===== src/design/pressure_zone_stability_monitor_defines.svh =====
// assertion macros shared by the monitor rtl
`ifndef PRESSURE_ZONE_STABILITY_MONITOR_DEFINES_SVH
`define PRESSURE_ZONE_STABILITY_MONITOR_DEFINES_SVH

// condition must hold in the same cycle as the trigger
`define PZSM_ASSERT_NOW(label, ante, cons) \
  label: assert property (@(posedge clk) disable iff (!rst_n) (ante) |-> (cons)) \
    else $error("pzsm: same-cycle check failed");

// condition must hold in the cycle after the trigger
`define PZSM_ASSERT_NEXT(label, ante, cons) \
  label: assert property (@(posedge clk) disable iff (!rst_n) (ante) |=> (cons)) \
    else $error("pzsm: next-cycle check failed");

`endif


===== src/design/pzsm_pkg.sv =====
// shared constants, codes and types of the pressure zone stability monitor
`timescale 1ns / 1ps
`default_nettype none

package pzsm_pkg;

  // field widths
  localparam int MV_W  = 12;
  localparam int PCT_W = 15;
  localparam int MIN_W = 23;
  localparam int SEC_W = 6;
  localparam int TCK_W = 32;

  // block constants
  localparam int WINDOW           = 10;
  localparam int TICKS_PER_SECOND = 10;
  localparam int SECS_PER_MIN     = 60;
  localparam int FULL_SCALE       = 25600;
  localparam int OPT_LOW          = 5632;
  localparam int OPT_HIGH         = 25574;
  localparam int STD_HIGH         = 1280;
  localparam int STD_MED          = 3840;
  localparam int FULL_LEVEL_RST   = 3300;

  // ring addressing
  localparam int ADDR_W = (WINDOW > 1) ? $clog2(WINDOW) : 1;

  // sub-second tick counter
  localparam int TICK_W = (TICKS_PER_SECOND > 1) ? $clog2(TICKS_PER_SECOND) : 1;

  // divider sizing: dividend is a 12 bit difference times full scale
  localparam int NUM_W = MV_W + PCT_W;
  localparam int CNT_W = $clog2(NUM_W);

  // window statistics sizing
  localparam longint unsigned WIN_L   = 64'(WINDOW);
  localparam longint unsigned FULL_SQ = 64'(FULL_SCALE) * 64'(FULL_SCALE);
  localparam int SUM_W  = $clog2(WINDOW * FULL_SCALE + 1);
  localparam int HSQ_W  = 2 * PCT_W;
  localparam int SQ_W   = $clog2(WIN_L * FULL_SQ + 64'd1);
  localparam int NQ_W   = $clog2(WIN_L * WIN_L * FULL_SQ + 64'd1);
  localparam longint unsigned TH_HIGH_L =
    WIN_L * WIN_L * 64'(STD_HIGH) * 64'(STD_HIGH);
  localparam longint unsigned TH_MED_L =
    WIN_L * WIN_L * 64'(STD_MED) * 64'(STD_MED);

  // configuration register indexes
  typedef enum logic {
    CFG_ZERO = 1'b0,
    CFG_FULL = 1'b1
  } cfg_reg_t;

  // zone codes
  typedef enum logic [1:0] {
    ZONE_LOW  = 2'd0,
    ZONE_OPT  = 2'd1,
    ZONE_HIGH = 2'd2
  } zone_t;

  // stability grades
  typedef enum logic [1:0] {
    STAB_HIGH = 2'd0,
    STAB_MED  = 2'd1,
    STAB_LOW  = 2'd2
  } stab_t;

  // top level sequencer
  typedef enum logic [3:0] {
    T_IDLE = 4'b0001,
    T_PCT  = 4'b0010,
    T_WIN  = 4'b0100,
    T_HOLD = 4'b1000
  } top_state_t;

  // percent divider sequencer
  typedef enum logic [3:0] {
    P_IDLE = 4'b0001,
    P_DIV  = 4'b0010,
    P_FIN  = 4'b0100,
    P_DONE = 4'b1000
  } pct_state_t;

  // window walker sequencer
  typedef enum logic [4:0] {
    W_IDLE = 5'b00001,
    W_READ = 5'b00010,
    W_ACC  = 5'b00100,
    W_MUL  = 5'b01000,
    W_CMP  = 5'b10000
  } win_state_t;

  // percent unit result
  typedef struct packed {
    logic             done;
    logic [PCT_W-1:0] pct;
    logic             sat;
  } pct_rsp_t;

  // request into the window unit
  typedef struct packed {
    logic             wr_en;
    logic             start;
    logic [PCT_W-1:0] data;
  } win_req_t;

  // window unit result
  typedef struct packed {
    logic  done;
    stab_t grade;
  } win_rsp_t;

endpackage

`default_nettype wire


===== src/design/pzsm_pct.sv =====
// percent scaling with a bit-serial restoring divider
`timescale 1ns / 1ps
`default_nettype none

module pzsm_pct (
  input  wire logic                      clk,
  input  wire logic                      rst_n,
  input  wire logic                      start,
  input  wire logic [pzsm_pkg::MV_W-1:0] sample,
  input  wire logic [pzsm_pkg::MV_W-1:0] zero_mv,
  input  wire logic [pzsm_pkg::MV_W-1:0] full_mv,
  output pzsm_pkg::pct_rsp_t             rsp
);

  pzsm_pkg::pct_state_t state_r, state_nxt;

  logic [pzsm_pkg::NUM_W-1:0] num_r, num_nxt;
  logic [pzsm_pkg::MV_W-1:0]  den_r, den_nxt;
  logic [pzsm_pkg::MV_W-1:0]  rem_r, rem_nxt;
  logic [pzsm_pkg::CNT_W-1:0] cnt_r, cnt_nxt;
  logic [pzsm_pkg::PCT_W-1:0] pct_r, pct_nxt;
  logic                       sat_r, sat_nxt;

  // signed differences, 13 bits hold the full span
  logic [pzsm_pkg::MV_W:0] d_diff;
  logic [pzsm_pkg::MV_W:0] r_diff;
  logic [pzsm_pkg::MV_W:0] trial;
  logic                    ge;

  assign d_diff = {1'b0, sample}  - {1'b0, zero_mv};
  assign r_diff = {1'b0, full_mv} - {1'b0, zero_mv};

  // one restoring step
  assign trial = {rem_r, num_r[pzsm_pkg::NUM_W-1]};
  assign ge    = (trial >= {1'b0, den_r});

  // sequencer and datapath
  always_comb begin
    state_nxt = state_r;
    num_nxt   = num_r;
    den_nxt   = den_r;
    rem_nxt   = rem_r;
    cnt_nxt   = cnt_r;
    pct_nxt   = pct_r;
    sat_nxt   = sat_r;
    unique case (state_r)
      pzsm_pkg::P_IDLE: begin
        if (start) begin
          if (d_diff[pzsm_pkg::MV_W] || (d_diff == '0) || r_diff[pzsm_pkg::MV_W]) begin
            // at or below zero level, or inverted range
            pct_nxt   = '0;
            sat_nxt   = 1'b0;
            state_nxt = pzsm_pkg::P_DONE;
          end else if (r_diff == '0) begin
            // empty range clamps to full scale
            pct_nxt   = pzsm_pkg::PCT_W'(pzsm_pkg::FULL_SCALE);
            sat_nxt   = 1'b1;
            state_nxt = pzsm_pkg::P_DONE;
          end else begin
            num_nxt   = pzsm_pkg::NUM_W'(d_diff[pzsm_pkg::MV_W-1:0]) *
                        pzsm_pkg::NUM_W'(pzsm_pkg::FULL_SCALE);
            den_nxt   = r_diff[pzsm_pkg::MV_W-1:0];
            rem_nxt   = '0;
            cnt_nxt   = '0;
            state_nxt = pzsm_pkg::P_DIV;
          end
        end
      end
      pzsm_pkg::P_DIV: begin
        rem_nxt = ge ? pzsm_pkg::MV_W'(trial - {1'b0, den_r}) : trial[pzsm_pkg::MV_W-1:0];
        num_nxt = {num_r[pzsm_pkg::NUM_W-2:0], ge};
        cnt_nxt = cnt_r + 1'b1;
        if (cnt_r == pzsm_pkg::CNT_W'(pzsm_pkg::NUM_W - 1)) begin
          state_nxt = pzsm_pkg::P_FIN;
        end
      end
      pzsm_pkg::P_FIN: begin
        // quotient now sits in num_r
        if (num_r > pzsm_pkg::NUM_W'(pzsm_pkg::FULL_SCALE)) begin
          pct_nxt = pzsm_pkg::PCT_W'(pzsm_pkg::FULL_SCALE);
          sat_nxt = 1'b1;
        end else begin
          pct_nxt = num_r[pzsm_pkg::PCT_W-1:0];
          sat_nxt = 1'b0;
        end
        state_nxt = pzsm_pkg::P_DONE;
      end
      pzsm_pkg::P_DONE: begin
        state_nxt = pzsm_pkg::P_IDLE;
      end
      default: begin
        state_nxt = pzsm_pkg::P_IDLE;
      end
    endcase
  end

  // control state
  always_ff @(posedge clk) begin
    if (!rst_n) begin
      state_r <= pzsm_pkg::P_IDLE;
      cnt_r   <= '0;
    end else begin
      state_r <= state_nxt;
      cnt_r   <= cnt_nxt;
    end
  end

  // datapath registers
  always_ff @(posedge clk) begin
    num_r <= num_nxt;
    den_r <= den_nxt;
    rem_r <= rem_nxt;
    pct_r <= pct_nxt;
    sat_r <= sat_nxt;
  end

  assign rsp.done = (state_r == pzsm_pkg::P_DONE);
  assign rsp.pct  = pct_r;
  assign rsp.sat  = sat_r;

endmodule

`default_nettype wire


===== src/design/pzsm_window.sv =====
// history ring memory and window variance grading
`timescale 1ns / 1ps
`default_nettype none

module pzsm_window (
  input  wire logic               clk,
  input  wire logic               rst_n,
  input  pzsm_pkg::win_req_t      req,
  output pzsm_pkg::win_rsp_t      rsp
);

  // ring storage with a registered read
  logic [pzsm_pkg::PCT_W-1:0]  mem [pzsm_pkg::WINDOW];
  logic [pzsm_pkg::WINDOW-1:0] vld_r;
  logic [pzsm_pkg::ADDR_W-1:0] slot_r;

  pzsm_pkg::win_state_t state_r, state_nxt;

  logic [pzsm_pkg::ADDR_W-1:0] rd_idx_r;
  logic                        rd_en;
  logic [pzsm_pkg::PCT_W-1:0]  rd_data_r;
  logic                        rd_hit_r;
  logic                        rd_stb_r;
  logic [pzsm_pkg::PCT_W-1:0]  h_val;
  logic [pzsm_pkg::PCT_W-1:0]  h_r;
  logic [pzsm_pkg::HSQ_W-1:0]  hsq_r;
  logic                        sq_stb_r;
  logic [pzsm_pkg::SUM_W-1:0]  sum_r;
  logic [pzsm_pkg::SQ_W-1:0]   sq_acc_r;
  logic [2*pzsm_pkg::SUM_W-1:0] ssq_r;
  logic [pzsm_pkg::NQ_W-1:0]   nq_r;
  logic [pzsm_pkg::NQ_W-1:0]   spread;

  assign rd_en = (state_r == pzsm_pkg::W_READ);

  // memory write and registered read
  always_ff @(posedge clk) begin
    if (req.wr_en) begin
      mem[slot_r] <= req.data;
    end
    if (rd_en) begin
      rd_data_r <= mem[rd_idx_r];
    end
  end

  // valid bits stand in for the cleared contents after reset
  always_ff @(posedge clk) begin
    if (!rst_n) begin
      vld_r    <= '0;
      slot_r   <= '0;
      rd_hit_r <= 1'b0;
    end else begin
      if (req.wr_en) begin
        vld_r[slot_r] <= 1'b1;
        if (slot_r == pzsm_pkg::ADDR_W'(pzsm_pkg::WINDOW - 1)) begin
          slot_r <= '0;
        end else begin
          slot_r <= slot_r + 1'b1;
        end
      end
      if (rd_en) begin
        rd_hit_r <= vld_r[rd_idx_r];
      end
    end
  end

  assign h_val = rd_hit_r ? rd_data_r : '0;

  // walker sequencer
  always_comb begin
    state_nxt = state_r;
    unique case (state_r)
      pzsm_pkg::W_IDLE: if (req.start) state_nxt = pzsm_pkg::W_READ;
      pzsm_pkg::W_READ: begin
        if (rd_idx_r == pzsm_pkg::ADDR_W'(pzsm_pkg::WINDOW - 1)) begin
          state_nxt = pzsm_pkg::W_ACC;
        end
      end
      pzsm_pkg::W_ACC:  if (!rd_stb_r && !sq_stb_r) state_nxt = pzsm_pkg::W_MUL;
      pzsm_pkg::W_MUL:  state_nxt = pzsm_pkg::W_CMP;
      pzsm_pkg::W_CMP:  state_nxt = pzsm_pkg::W_IDLE;
      default:          state_nxt = pzsm_pkg::W_IDLE;
    endcase
  end

  // control state
  always_ff @(posedge clk) begin
    if (!rst_n) begin
      state_r  <= pzsm_pkg::W_IDLE;
      rd_idx_r <= '0;
      rd_stb_r <= 1'b0;
      sq_stb_r <= 1'b0;
    end else begin
      state_r  <= state_nxt;
      rd_stb_r <= rd_en;
      sq_stb_r <= rd_stb_r;
      if (state_r == pzsm_pkg::W_IDLE) begin
        rd_idx_r <= '0;
      end else if (rd_en) begin
        rd_idx_r <= rd_idx_r + 1'b1;
      end
    end
  end

  // square stage, then accumulate sum and sum of squares
  always_ff @(posedge clk) begin
    if (rd_stb_r) begin
      h_r   <= h_val;
      hsq_r <= h_val * h_val;
    end
    if ((state_r == pzsm_pkg::W_IDLE) && req.start) begin
      sum_r    <= '0;
      sq_acc_r <= '0;
    end else if (sq_stb_r) begin
      sum_r    <= sum_r + pzsm_pkg::SUM_W'(h_r);
      sq_acc_r <= sq_acc_r + pzsm_pkg::SQ_W'(hsq_r);
    end
    if (state_r == pzsm_pkg::W_MUL) begin
      ssq_r <= sum_r * sum_r;
      nq_r  <= pzsm_pkg::NQ_W'(sq_acc_r) * pzsm_pkg::NQ_W'(pzsm_pkg::WINDOW);
    end
  end

  // n*q - s*s is never negative
  assign spread = nq_r - pzsm_pkg::NQ_W'(ssq_r);

  // grade against the scaled deviation limits
  always_comb begin
    if (spread < pzsm_pkg::NQ_W'(pzsm_pkg::TH_HIGH_L)) begin
      rsp.grade = pzsm_pkg::STAB_HIGH;
    end else if (spread < pzsm_pkg::NQ_W'(pzsm_pkg::TH_MED_L)) begin
      rsp.grade = pzsm_pkg::STAB_MED;
    end else begin
      rsp.grade = pzsm_pkg::STAB_LOW;
    end
  end

  assign rsp.done = (state_r == pzsm_pkg::W_CMP);

endmodule

`default_nettype wire


===== src/design/pressure_zone_stability_monitor.sv =====
// pressure zone stability monitor top level
// Usage:
//   Input channel in_*: one sensor sample per transfer (in_sample_mv, in_read_ok).
//   A transfer with in_read_ok low is dropped: no result, no state change.
//   Output channel out_*: one result per good sample, held in an output
//   register until taken; a finished result waits there while the next
//   sample is already accepted.
//   Config port cfg_*: index 0 zero level, index 1 full level; the user writes
//   it only while the block is idle, which the block itself does not enforce.
// Operation:
//   A sample that needs the divide is scaled to a percent (27 bit-serial divide
//   steps), then goes through 10 memory reads, square and accumulate stages,
//   then multiply and compare before the result turns valid. A sample at or
//   below the zero level, or with an empty or inverted range, skips the
//   divider. One sample is worked on at a time, so the next transfer is taken
//   no earlier than the cycle in which the result turns valid; a dropped
//   sample does not stall the input.
// Reset: synchronous, active low; history reads as zero, counters and ring
//   slot clear, zero level 0 mV, full level 3300 mV.
// Stall: while out_stall is high the result stays in the output register;
//   a newer result then waits inside and in_stall stays high.
`timescale 1ns / 1ps
`default_nettype none

`include "pressure_zone_stability_monitor_defines.svh"

module pressure_zone_stability_monitor (
  input  wire logic                       clk,
  input  wire logic                       rst_n,
  // configuration
  input  wire logic                       cfg_we,
  input  wire logic                       cfg_index,
  input  wire logic [pzsm_pkg::MV_W-1:0]  cfg_wdata,
  // input channel
  input  wire logic                       in_valid,
  output logic                            in_stall,
  input  wire logic [pzsm_pkg::MV_W-1:0]  in_sample_mv,
  input  wire logic                       in_read_ok,
  // result channel
  output logic                            out_valid,
  input  wire logic                       out_stall,
  output logic [pzsm_pkg::PCT_W-1:0]      out_pressure_pct,
  output logic                            out_saturated,
  output logic [1:0]                      out_zone,
  output logic [1:0]                      out_stability,
  output logic [pzsm_pkg::MIN_W-1:0]      out_minutes_in_zone,
  output logic [pzsm_pkg::SEC_W-1:0]      out_seconds_in_zone
);

  pzsm_pkg::top_state_t state_r, state_nxt;

  logic [pzsm_pkg::MV_W-1:0]  zero_mv_r;
  logic [pzsm_pkg::MV_W-1:0]  full_mv_r;

  logic [pzsm_pkg::TCK_W-1:0]  ticks_r, ticks_nxt;
  logic [pzsm_pkg::TICK_W-1:0] sub_r, sub_nxt;
  logic [pzsm_pkg::SEC_W-1:0]  secs_r, secs_nxt;
  logic [pzsm_pkg::MIN_W-1:0]  mins_r, mins_nxt;

  logic [pzsm_pkg::PCT_W-1:0] res_pct_r, res_pct_nxt;
  logic                       res_sat_r, res_sat_nxt;
  pzsm_pkg::zone_t            res_zone_r, res_zone_nxt;
  pzsm_pkg::stab_t            res_stab_r, res_stab_nxt;

  logic                       out_valid_r, out_valid_nxt;
  logic                       out_load;
  logic [pzsm_pkg::PCT_W-1:0] out_pct_r;
  logic                       out_sat_r;
  logic [1:0]                 out_zone_r;
  logic [1:0]                 out_stab_r;
  logic [pzsm_pkg::MIN_W-1:0] out_mins_r;
  logic [pzsm_pkg::SEC_W-1:0] out_secs_r;

  logic                  pct_start;
  pzsm_pkg::pct_rsp_t    pct_rsp;
  pzsm_pkg::win_req_t    win_req;
  pzsm_pkg::win_rsp_t    win_rsp;
  pzsm_pkg::zone_t       zone_now;

  // configuration registers
  always_ff @(posedge clk) begin
    if (!rst_n) begin
      zero_mv_r <= '0;
      full_mv_r <= pzsm_pkg::MV_W'(pzsm_pkg::FULL_LEVEL_RST);
    end else if (cfg_we) begin
      unique case (cfg_index)
        pzsm_pkg::CFG_ZERO: zero_mv_r <= cfg_wdata;
        pzsm_pkg::CFG_FULL: full_mv_r <= cfg_wdata;
        default:            zero_mv_r <= zero_mv_r;
      endcase
    end
  end

  assign in_stall  = (state_r != pzsm_pkg::T_IDLE);
  assign pct_start = in_valid && !in_stall && in_read_ok;

  pzsm_pct u_pct (
    .clk     (clk),
    .rst_n   (rst_n),
    .start   (pct_start),
    .sample  (in_sample_mv),
    .zero_mv (zero_mv_r),
    .full_mv (full_mv_r),
    .rsp     (pct_rsp)
  );

  pzsm_window u_window (
    .clk   (clk),
    .rst_n (rst_n),
    .req   (win_req),
    .rsp   (win_rsp)
  );

  // zone of the fresh percent
  always_comb begin
    if (pct_rsp.pct < pzsm_pkg::PCT_W'(pzsm_pkg::OPT_LOW)) begin
      zone_now = pzsm_pkg::ZONE_LOW;
    end else if (pct_rsp.pct <= pzsm_pkg::PCT_W'(pzsm_pkg::OPT_HIGH)) begin
      zone_now = pzsm_pkg::ZONE_OPT;
    end else begin
      zone_now = pzsm_pkg::ZONE_HIGH;
    end
  end

  assign out_load = (state_r == pzsm_pkg::T_HOLD) && (!out_valid_r || !out_stall);

  // sequencer, time-in-zone counters and result capture
  always_comb begin
    state_nxt     = state_r;
    ticks_nxt     = ticks_r;
    sub_nxt       = sub_r;
    secs_nxt      = secs_r;
    mins_nxt      = mins_r;
    res_pct_nxt   = res_pct_r;
    res_sat_nxt   = res_sat_r;
    res_zone_nxt  = res_zone_r;
    res_stab_nxt  = res_stab_r;
    win_req.wr_en = 1'b0;
    win_req.start = 1'b0;
    win_req.data  = pct_rsp.pct;
    out_valid_nxt = out_valid_r && out_stall;
    unique case (state_r)
      pzsm_pkg::T_IDLE: begin
        if (pct_start) state_nxt = pzsm_pkg::T_PCT;
      end
      pzsm_pkg::T_PCT: begin
        if (pct_rsp.done) begin
          win_req.wr_en = 1'b1;
          win_req.start = 1'b1;
          res_pct_nxt   = pct_rsp.pct;
          res_sat_nxt   = pct_rsp.sat;
          res_zone_nxt  = zone_now;
          // saturating tick count, kept also as minutes, seconds, sub-ticks
          if ((zone_now == pzsm_pkg::ZONE_OPT) && (ticks_r != '1)) begin
            ticks_nxt = ticks_r + 1'b1;
            if (sub_r == pzsm_pkg::TICK_W'(pzsm_pkg::TICKS_PER_SECOND - 1)) begin
              sub_nxt = '0;
              if (secs_r == pzsm_pkg::SEC_W'(pzsm_pkg::SECS_PER_MIN - 1)) begin
                secs_nxt = '0;
                mins_nxt = mins_r + 1'b1;
              end else begin
                secs_nxt = secs_r + 1'b1;
              end
            end else begin
              sub_nxt = sub_r + 1'b1;
            end
          end
          state_nxt = pzsm_pkg::T_WIN;
        end
      end
      pzsm_pkg::T_WIN: begin
        if (win_rsp.done) begin
          res_stab_nxt = win_rsp.grade;
          state_nxt    = pzsm_pkg::T_HOLD;
        end
      end
      pzsm_pkg::T_HOLD: begin
        if (out_load) begin
          out_valid_nxt = 1'b1;
          state_nxt     = pzsm_pkg::T_IDLE;
        end
      end
      default: begin
        state_nxt = pzsm_pkg::T_IDLE;
      end
    endcase
  end

  // control state
  always_ff @(posedge clk) begin
    if (!rst_n) begin
      state_r     <= pzsm_pkg::T_IDLE;
      ticks_r     <= '0;
      sub_r       <= '0;
      secs_r      <= '0;
      mins_r      <= '0;
      out_valid_r <= 1'b0;
    end else begin
      state_r     <= state_nxt;
      ticks_r     <= ticks_nxt;
      sub_r       <= sub_nxt;
      secs_r      <= secs_nxt;
      mins_r      <= mins_nxt;
      out_valid_r <= out_valid_nxt;
    end
  end

  // result and output payload registers
  always_ff @(posedge clk) begin
    res_pct_r  <= res_pct_nxt;
    res_sat_r  <= res_sat_nxt;
    res_zone_r <= res_zone_nxt;
    res_stab_r <= res_stab_nxt;
    if (out_load) begin
      out_pct_r  <= res_pct_r;
      out_sat_r  <= res_sat_r;
      out_zone_r <= res_zone_r;
      out_stab_r <= res_stab_r;
      out_mins_r <= mins_r;
      out_secs_r <= secs_r;
    end
  end

  assign out_valid           = out_valid_r;
  assign out_pressure_pct    = out_pct_r;
  assign out_saturated       = out_sat_r;
  assign out_zone            = out_zone_r;
  assign out_stability       = out_stab_r;
  assign out_minutes_in_zone = out_mins_r;
  assign out_seconds_in_zone = out_secs_r;

  // checks on the sequencing between the units
  `PZSM_ASSERT_NOW(a_pct_done_in_pct, pct_rsp.done, state_r == pzsm_pkg::T_PCT)
  `PZSM_ASSERT_NOW(a_win_done_in_win, win_rsp.done, state_r == pzsm_pkg::T_WIN)
  `PZSM_ASSERT_NEXT(a_hold_to_out, out_load, out_valid_r && (state_r == pzsm_pkg::T_IDLE))
  `PZSM_ASSERT_NEXT(a_ticks_stick, ticks_r == '1, ticks_r == '1)

endmodule

`default_nettype wire

===== config.mk =====
export PLATFORM = sky130hd
export DESIGN_NAME = pressure_zone_stability_monitor
export DESIGN_NICKNAME = d
export VERILOG_FILES = /design/src/design/pzsm_pkg.sv /design/src/design/pzsm_pct.sv /design/src/design/pzsm_window.sv /design/src/design/pressure_zone_stability_monitor.sv
export VERILOG_INCLUDE_DIRS = /design/src /design/src/design
export SDC_FILE = /design/constraint.sdc
export NUM_CORES = 2
export LEC_CHECK = 0
export ABC_AREA = 0
export ABC_CLOCK_PERIOD_IN_PS = 11050
export BUFFER_PORTS_ARGS = -buffer_cell sky130_fd_sc_hd__buf_2
export CAP_MARGIN = 20
export CORE_ASPECT_RATIO = 1.4
export CORE_MARGIN = 5
export CORE_UTILIZATION = 30
export CTS_BUF_LIST = sky130_fd_sc_hd__clkbuf_2
export CTS_CLUSTER_DIAMETER = 200
export CTS_CLUSTER_SIZE = 14
export DETAILED_ROUTE_END_ITERATION = 10
export HOLD_SLACK_MARGIN = 0.02
export PLACE_DENSITY = 0.5
export SETUP_SLACK_MARGIN = 0.02
export SYNTH_ARGS = -nofsm -noshare
export SYNTH_HDL_FRONTEND = slang
export SYNTH_SLANG_ARGS = --single-unit

===== constraint.sdc =====
create_clock -name clk -period 11.05 [get_ports clk]
set_clock_uncertainty 0.2 [all_clocks]
set_input_delay 2.21 -clock clk [delete_from_list [all_inputs] [get_ports clk]]
set_output_delay 2.21 -clock clk [all_outputs]
set_load 0.01 [all_outputs]

==> impl_metrics.json <==
{
  "rows": 168,
  "final_nets": 5246,
  "slowest_delay_ns": 0.95,
  "leakagePower_nw": 22.1,
  "coreArea_um2": 150000,
  "netlist_top_cells_area": "edfxtp_1 27%, fa_1 16%, ha_1 12%",
  "hold_class": "reg -> reg",
  "cts.reportedPaths.clkPinSlew_ns": 0.31,
  "synthArstFlopShare_pct": 0,
  "p_sw_share_pct": 29.9,
  "die_x_um": 338,
  "grt_use_total_pct": 13.6,
  "gr-total-overflow": 0,
  "hold_buffers": 0,
  "synth-edff-count": 414,
  "worst_r2r_path_depth": 19,
  "setup_tns_ns": 0,
  "crit_path_frequent_cell": "fa_1",
  "ys_seq_area_share_pct": 35.4,
  "pin_count": 82,
  "share_comb_of_total_power_pct": 18.4,
  "route.detailed.drc": 0,
  "slew_violations": 0,
  "max_freq_ghz": 0.128,
  "crit_required_ns": 11.84,
  "htree_levels": 2,
  "synth_cells": 4368,
  "gp_congestion": 0.817,
  "wl_per_cell_um": 17.1,
  "regArea_um2": 16000,
  "synth_top_area_share_pct": 27.5,
  "postRouteAntennaNets": 0,
  "setup_violations": 0,
  "vias_per_cell": 4.75,
  "synth_nets": 5201,
  "multi_input_area_um2": 26300,
  "postCtsSetupBuffers": 0,
  "cts_buffers": 48,
  "port-buffer-count": 81,
  "chipHeight_um": 470,
  "grt_setup_unrepaired": "false",
  "yosys.area.top_type": "edfxtp_1",
  "start_util_pct": 30.2,
  "placedInstanceArea_um2": 48000,
  "synth_cell_types": 86,
  "drt-total-wl_um": 110000,
  "avgSynthCellArea_um2": 10.4,
  "synth_common_cells": "689 x inv_1, 429 x ha_1, 414 x edfxtp_1, 373 x fa_1, 311 x nand2_1",
  "timing.rr.start": "u_window.sum_r[3]$_SDFFE_PP0P_",
  "cts_sinks": 594,
  "grt_pass1_vias": 32000,
  "r2r_end": "u_window.ssq_r[35]$_DFFE_PP_",
  "grt_max_degree": 74,
  "peakVddDrop_v": 0.0000875,
  "synth_seq_cells": 594,
  "pwr-share-clk_pct": 22.2,
  "via_count": 30500,
  "hold_viol": 0,
  "nFillCells": 15400,
  "drive_gt1_share_pct": 6.51,
  "fin_crit_sh_pct": 70.5,
  "first_iter_violations": 1354,
  "arrival_ns": 8.58,
  "crit_path_max_fanout": 20,
  "yosys_warnings": 0,
  "relSlewSlack_pct": 29.3,
  "grt_pass1_wl_um": 175000,
  "fin_crit_ns": 7.79,
  "synth-main-ff-cell": "edfxtp_1",
  "critical_path_class": "reg -> reg",
  "cp-startpoint": "u_window.sum_r[3]$_SDFFE_PP0P_",
  "status": "completed",
  "final_area_um2": 48600,
  "crit_chain": "nand2_1 -> fa_1 -> inv_1 -> fa_1 -> fa_1 -> fa_1 -> fa_1 -> inv_1 -> fa_1 -> inv_1 -> ha_1 -> a211o_1 -> or3_1 -> a211oi_1 -> o211ai_1 -> nand2_1 -> nor4_1 -> a2111oi_0 -> xnor2_1",
  "cts_resized": 0,
  "syn-cell-area_um2": 45300,
  "cp-start-kind": "register",
  "worst_slew_pin_slew_ns": 1.05,
  "endpoint": "u_window.ssq_r[35]$_DFFE_PP_",
  "seqPwrFrac_pct": 59.4,
  "clk_latency_ns": 1.30,
  "p_sw_mw": 1.30,
  "antenna_found_initial": 8,
  "rrSetupSlack_ns": 3.26,
  "p_per_area_nw_per_um2": 89.3,
  "end_kind": "register",
  "p_int_mw": 3.04,
  "place_hpwl_um": 85000,
  "yosysMostFrequentCell": "inv_1",
  "drv_cap": 0,
  "clock_path_buffers": 3,
  "die_area_um2": 159000,
  "drt_pass1_iterations": 5,
  "cp_slowest_cell": "dfxtp_1",
  "cts_tree": "done",
  "area_growth_pct": 7.29,
  "cts_root_buf": "clkbuf_2"
}
==> state kept, by name (all words and copies together), names as in the netlist, 27 cells and up <==
register and flops:
u_window.hsq_r 29, u_pct.num_r 27, u_window.sq_acc_r 33, u_window.nq_r 35
ticks_r 32, u_window.ssq_r 35, u_window.mem 150
==> placed cells by master, fill, tap and decap left out, types with 88 or more instances in the layout <==
| cell type | instances |
|---|---|
| fa_1 | 373 |
| a21oi_1 | 221 |
| ha_1 | 429 |
| dfxtp_1 | 175 |
| nand2_1 | 311 |
| o21ai_0 | 136 |
| xnor2_1 | 142 |
| inv_1 | 688 |
| nor2_1 | 302 |
| and2_1 | 117 |
| and3_1 | 88 |
| edfxtp_1 | 414 |
==> cell type report <==
cell class                 count  share of cell area (%)
multi-input combinational   2964                    54.1
sequential                   594                    33.0
inverter                     690                    5.34
tap                         1955                    5.04
timing repair buffer         115                    1.47
clock buffer                  86                   0.886
antenna                       15                  0.0773
clock inverter                 4                  0.0592
==> worst max-delay path, delay by kind of cell, from the launching register on <==
kind,cells,cell delay [ns]
buffers and inverters,3,0.15
adder cells (fa/ha/maj),7,3.51
flip-flops,1,0.95
AO/OA/AOI/OAI,4,1.72
AND/OR/NAND/NOR,4,0.85
XOR/XNOR,1,0.13
==> logic make-up after synthesis <==
family,count (synthesis),synth area share (%)
fa+ha+maj,802,28.3
xor+xnor,226,4.37
buf+inv,810,6.72
flops,594,35.4
compound gates,688,9.70
simple gates,1163,12.7
mux,85,2.77
==> stage by stage <==
step	total power, mW	utilization (%)	worst slack [ns]	hold slack (ns)	std cells
detailed placement	3.43	32.0	3.20	0.206	6315
finish	4.34	32.4	3.26	0.235	6423
floorplan	3.21	-	2.92	0.200	4368
global route	4.61	32.4	2.71	0.243	6417
CTS	4.44	32.3	3.08	0.248	6405
global placement	3.42	32.0	3.36	0.205	6315
==> per-layer routing <==
layer  up-vias  GRT usage, %  part of all wire, %
met5         -             0                0.025
met4         4          4.24                  3.4
met3       166          1.64                  2.7
met2       387          26.5                   54
met1     15100          15.4                   40
li1      14900             -                    -
==> worst min path at each step <==
stage | from | end | cells past startpoint
4_1_cts | res_pct_r[7]$_DFFE_PP_ | out_pressure_pct[7]$_DFFE_PP_ | 0
6_report | res_zone_r[1]$_DFFE_PP_ | out_zone[1]$_DFFE_PP_ | 0
5_1_grt | mins_r[15]$_SDFFE_PN0P_ | out_minutes_in_zone[15]$_DFFE_PP_ | 0
3_3_place_gp | res_pct_r[9]$_DFFE_PP_ | out_pressure_pct[9]$_DFFE_PP_ | 0
3_5_place_dp | res_sat_r$_DFFE_PP_ | out_saturated$_DFFE_PP_ | 0
2_1_floorplan | res_pct_r[0]$_DFFE_PP_ | out_pressure_pct[0]$_DFFE_PP_ | 0
==> power groups by stage <==
| stage | clock network [mW] | registers, mW | logic, mW |
|---|---|---|---|
| after detailed placement | 0 | 2.63 | 0.806 |
| after floorplan | 0 | 2.59 | 0.615 |
| final | 0.966 | 2.58 | 0.797 |
| after global routing | 1.11 | 2.59 | 0.911 |
| after global placement | 0 | 2.62 | 0.797 |
| after CTS | 1.04 | 2.58 | 0.810 |
Power figures use the tool's default switching activity.
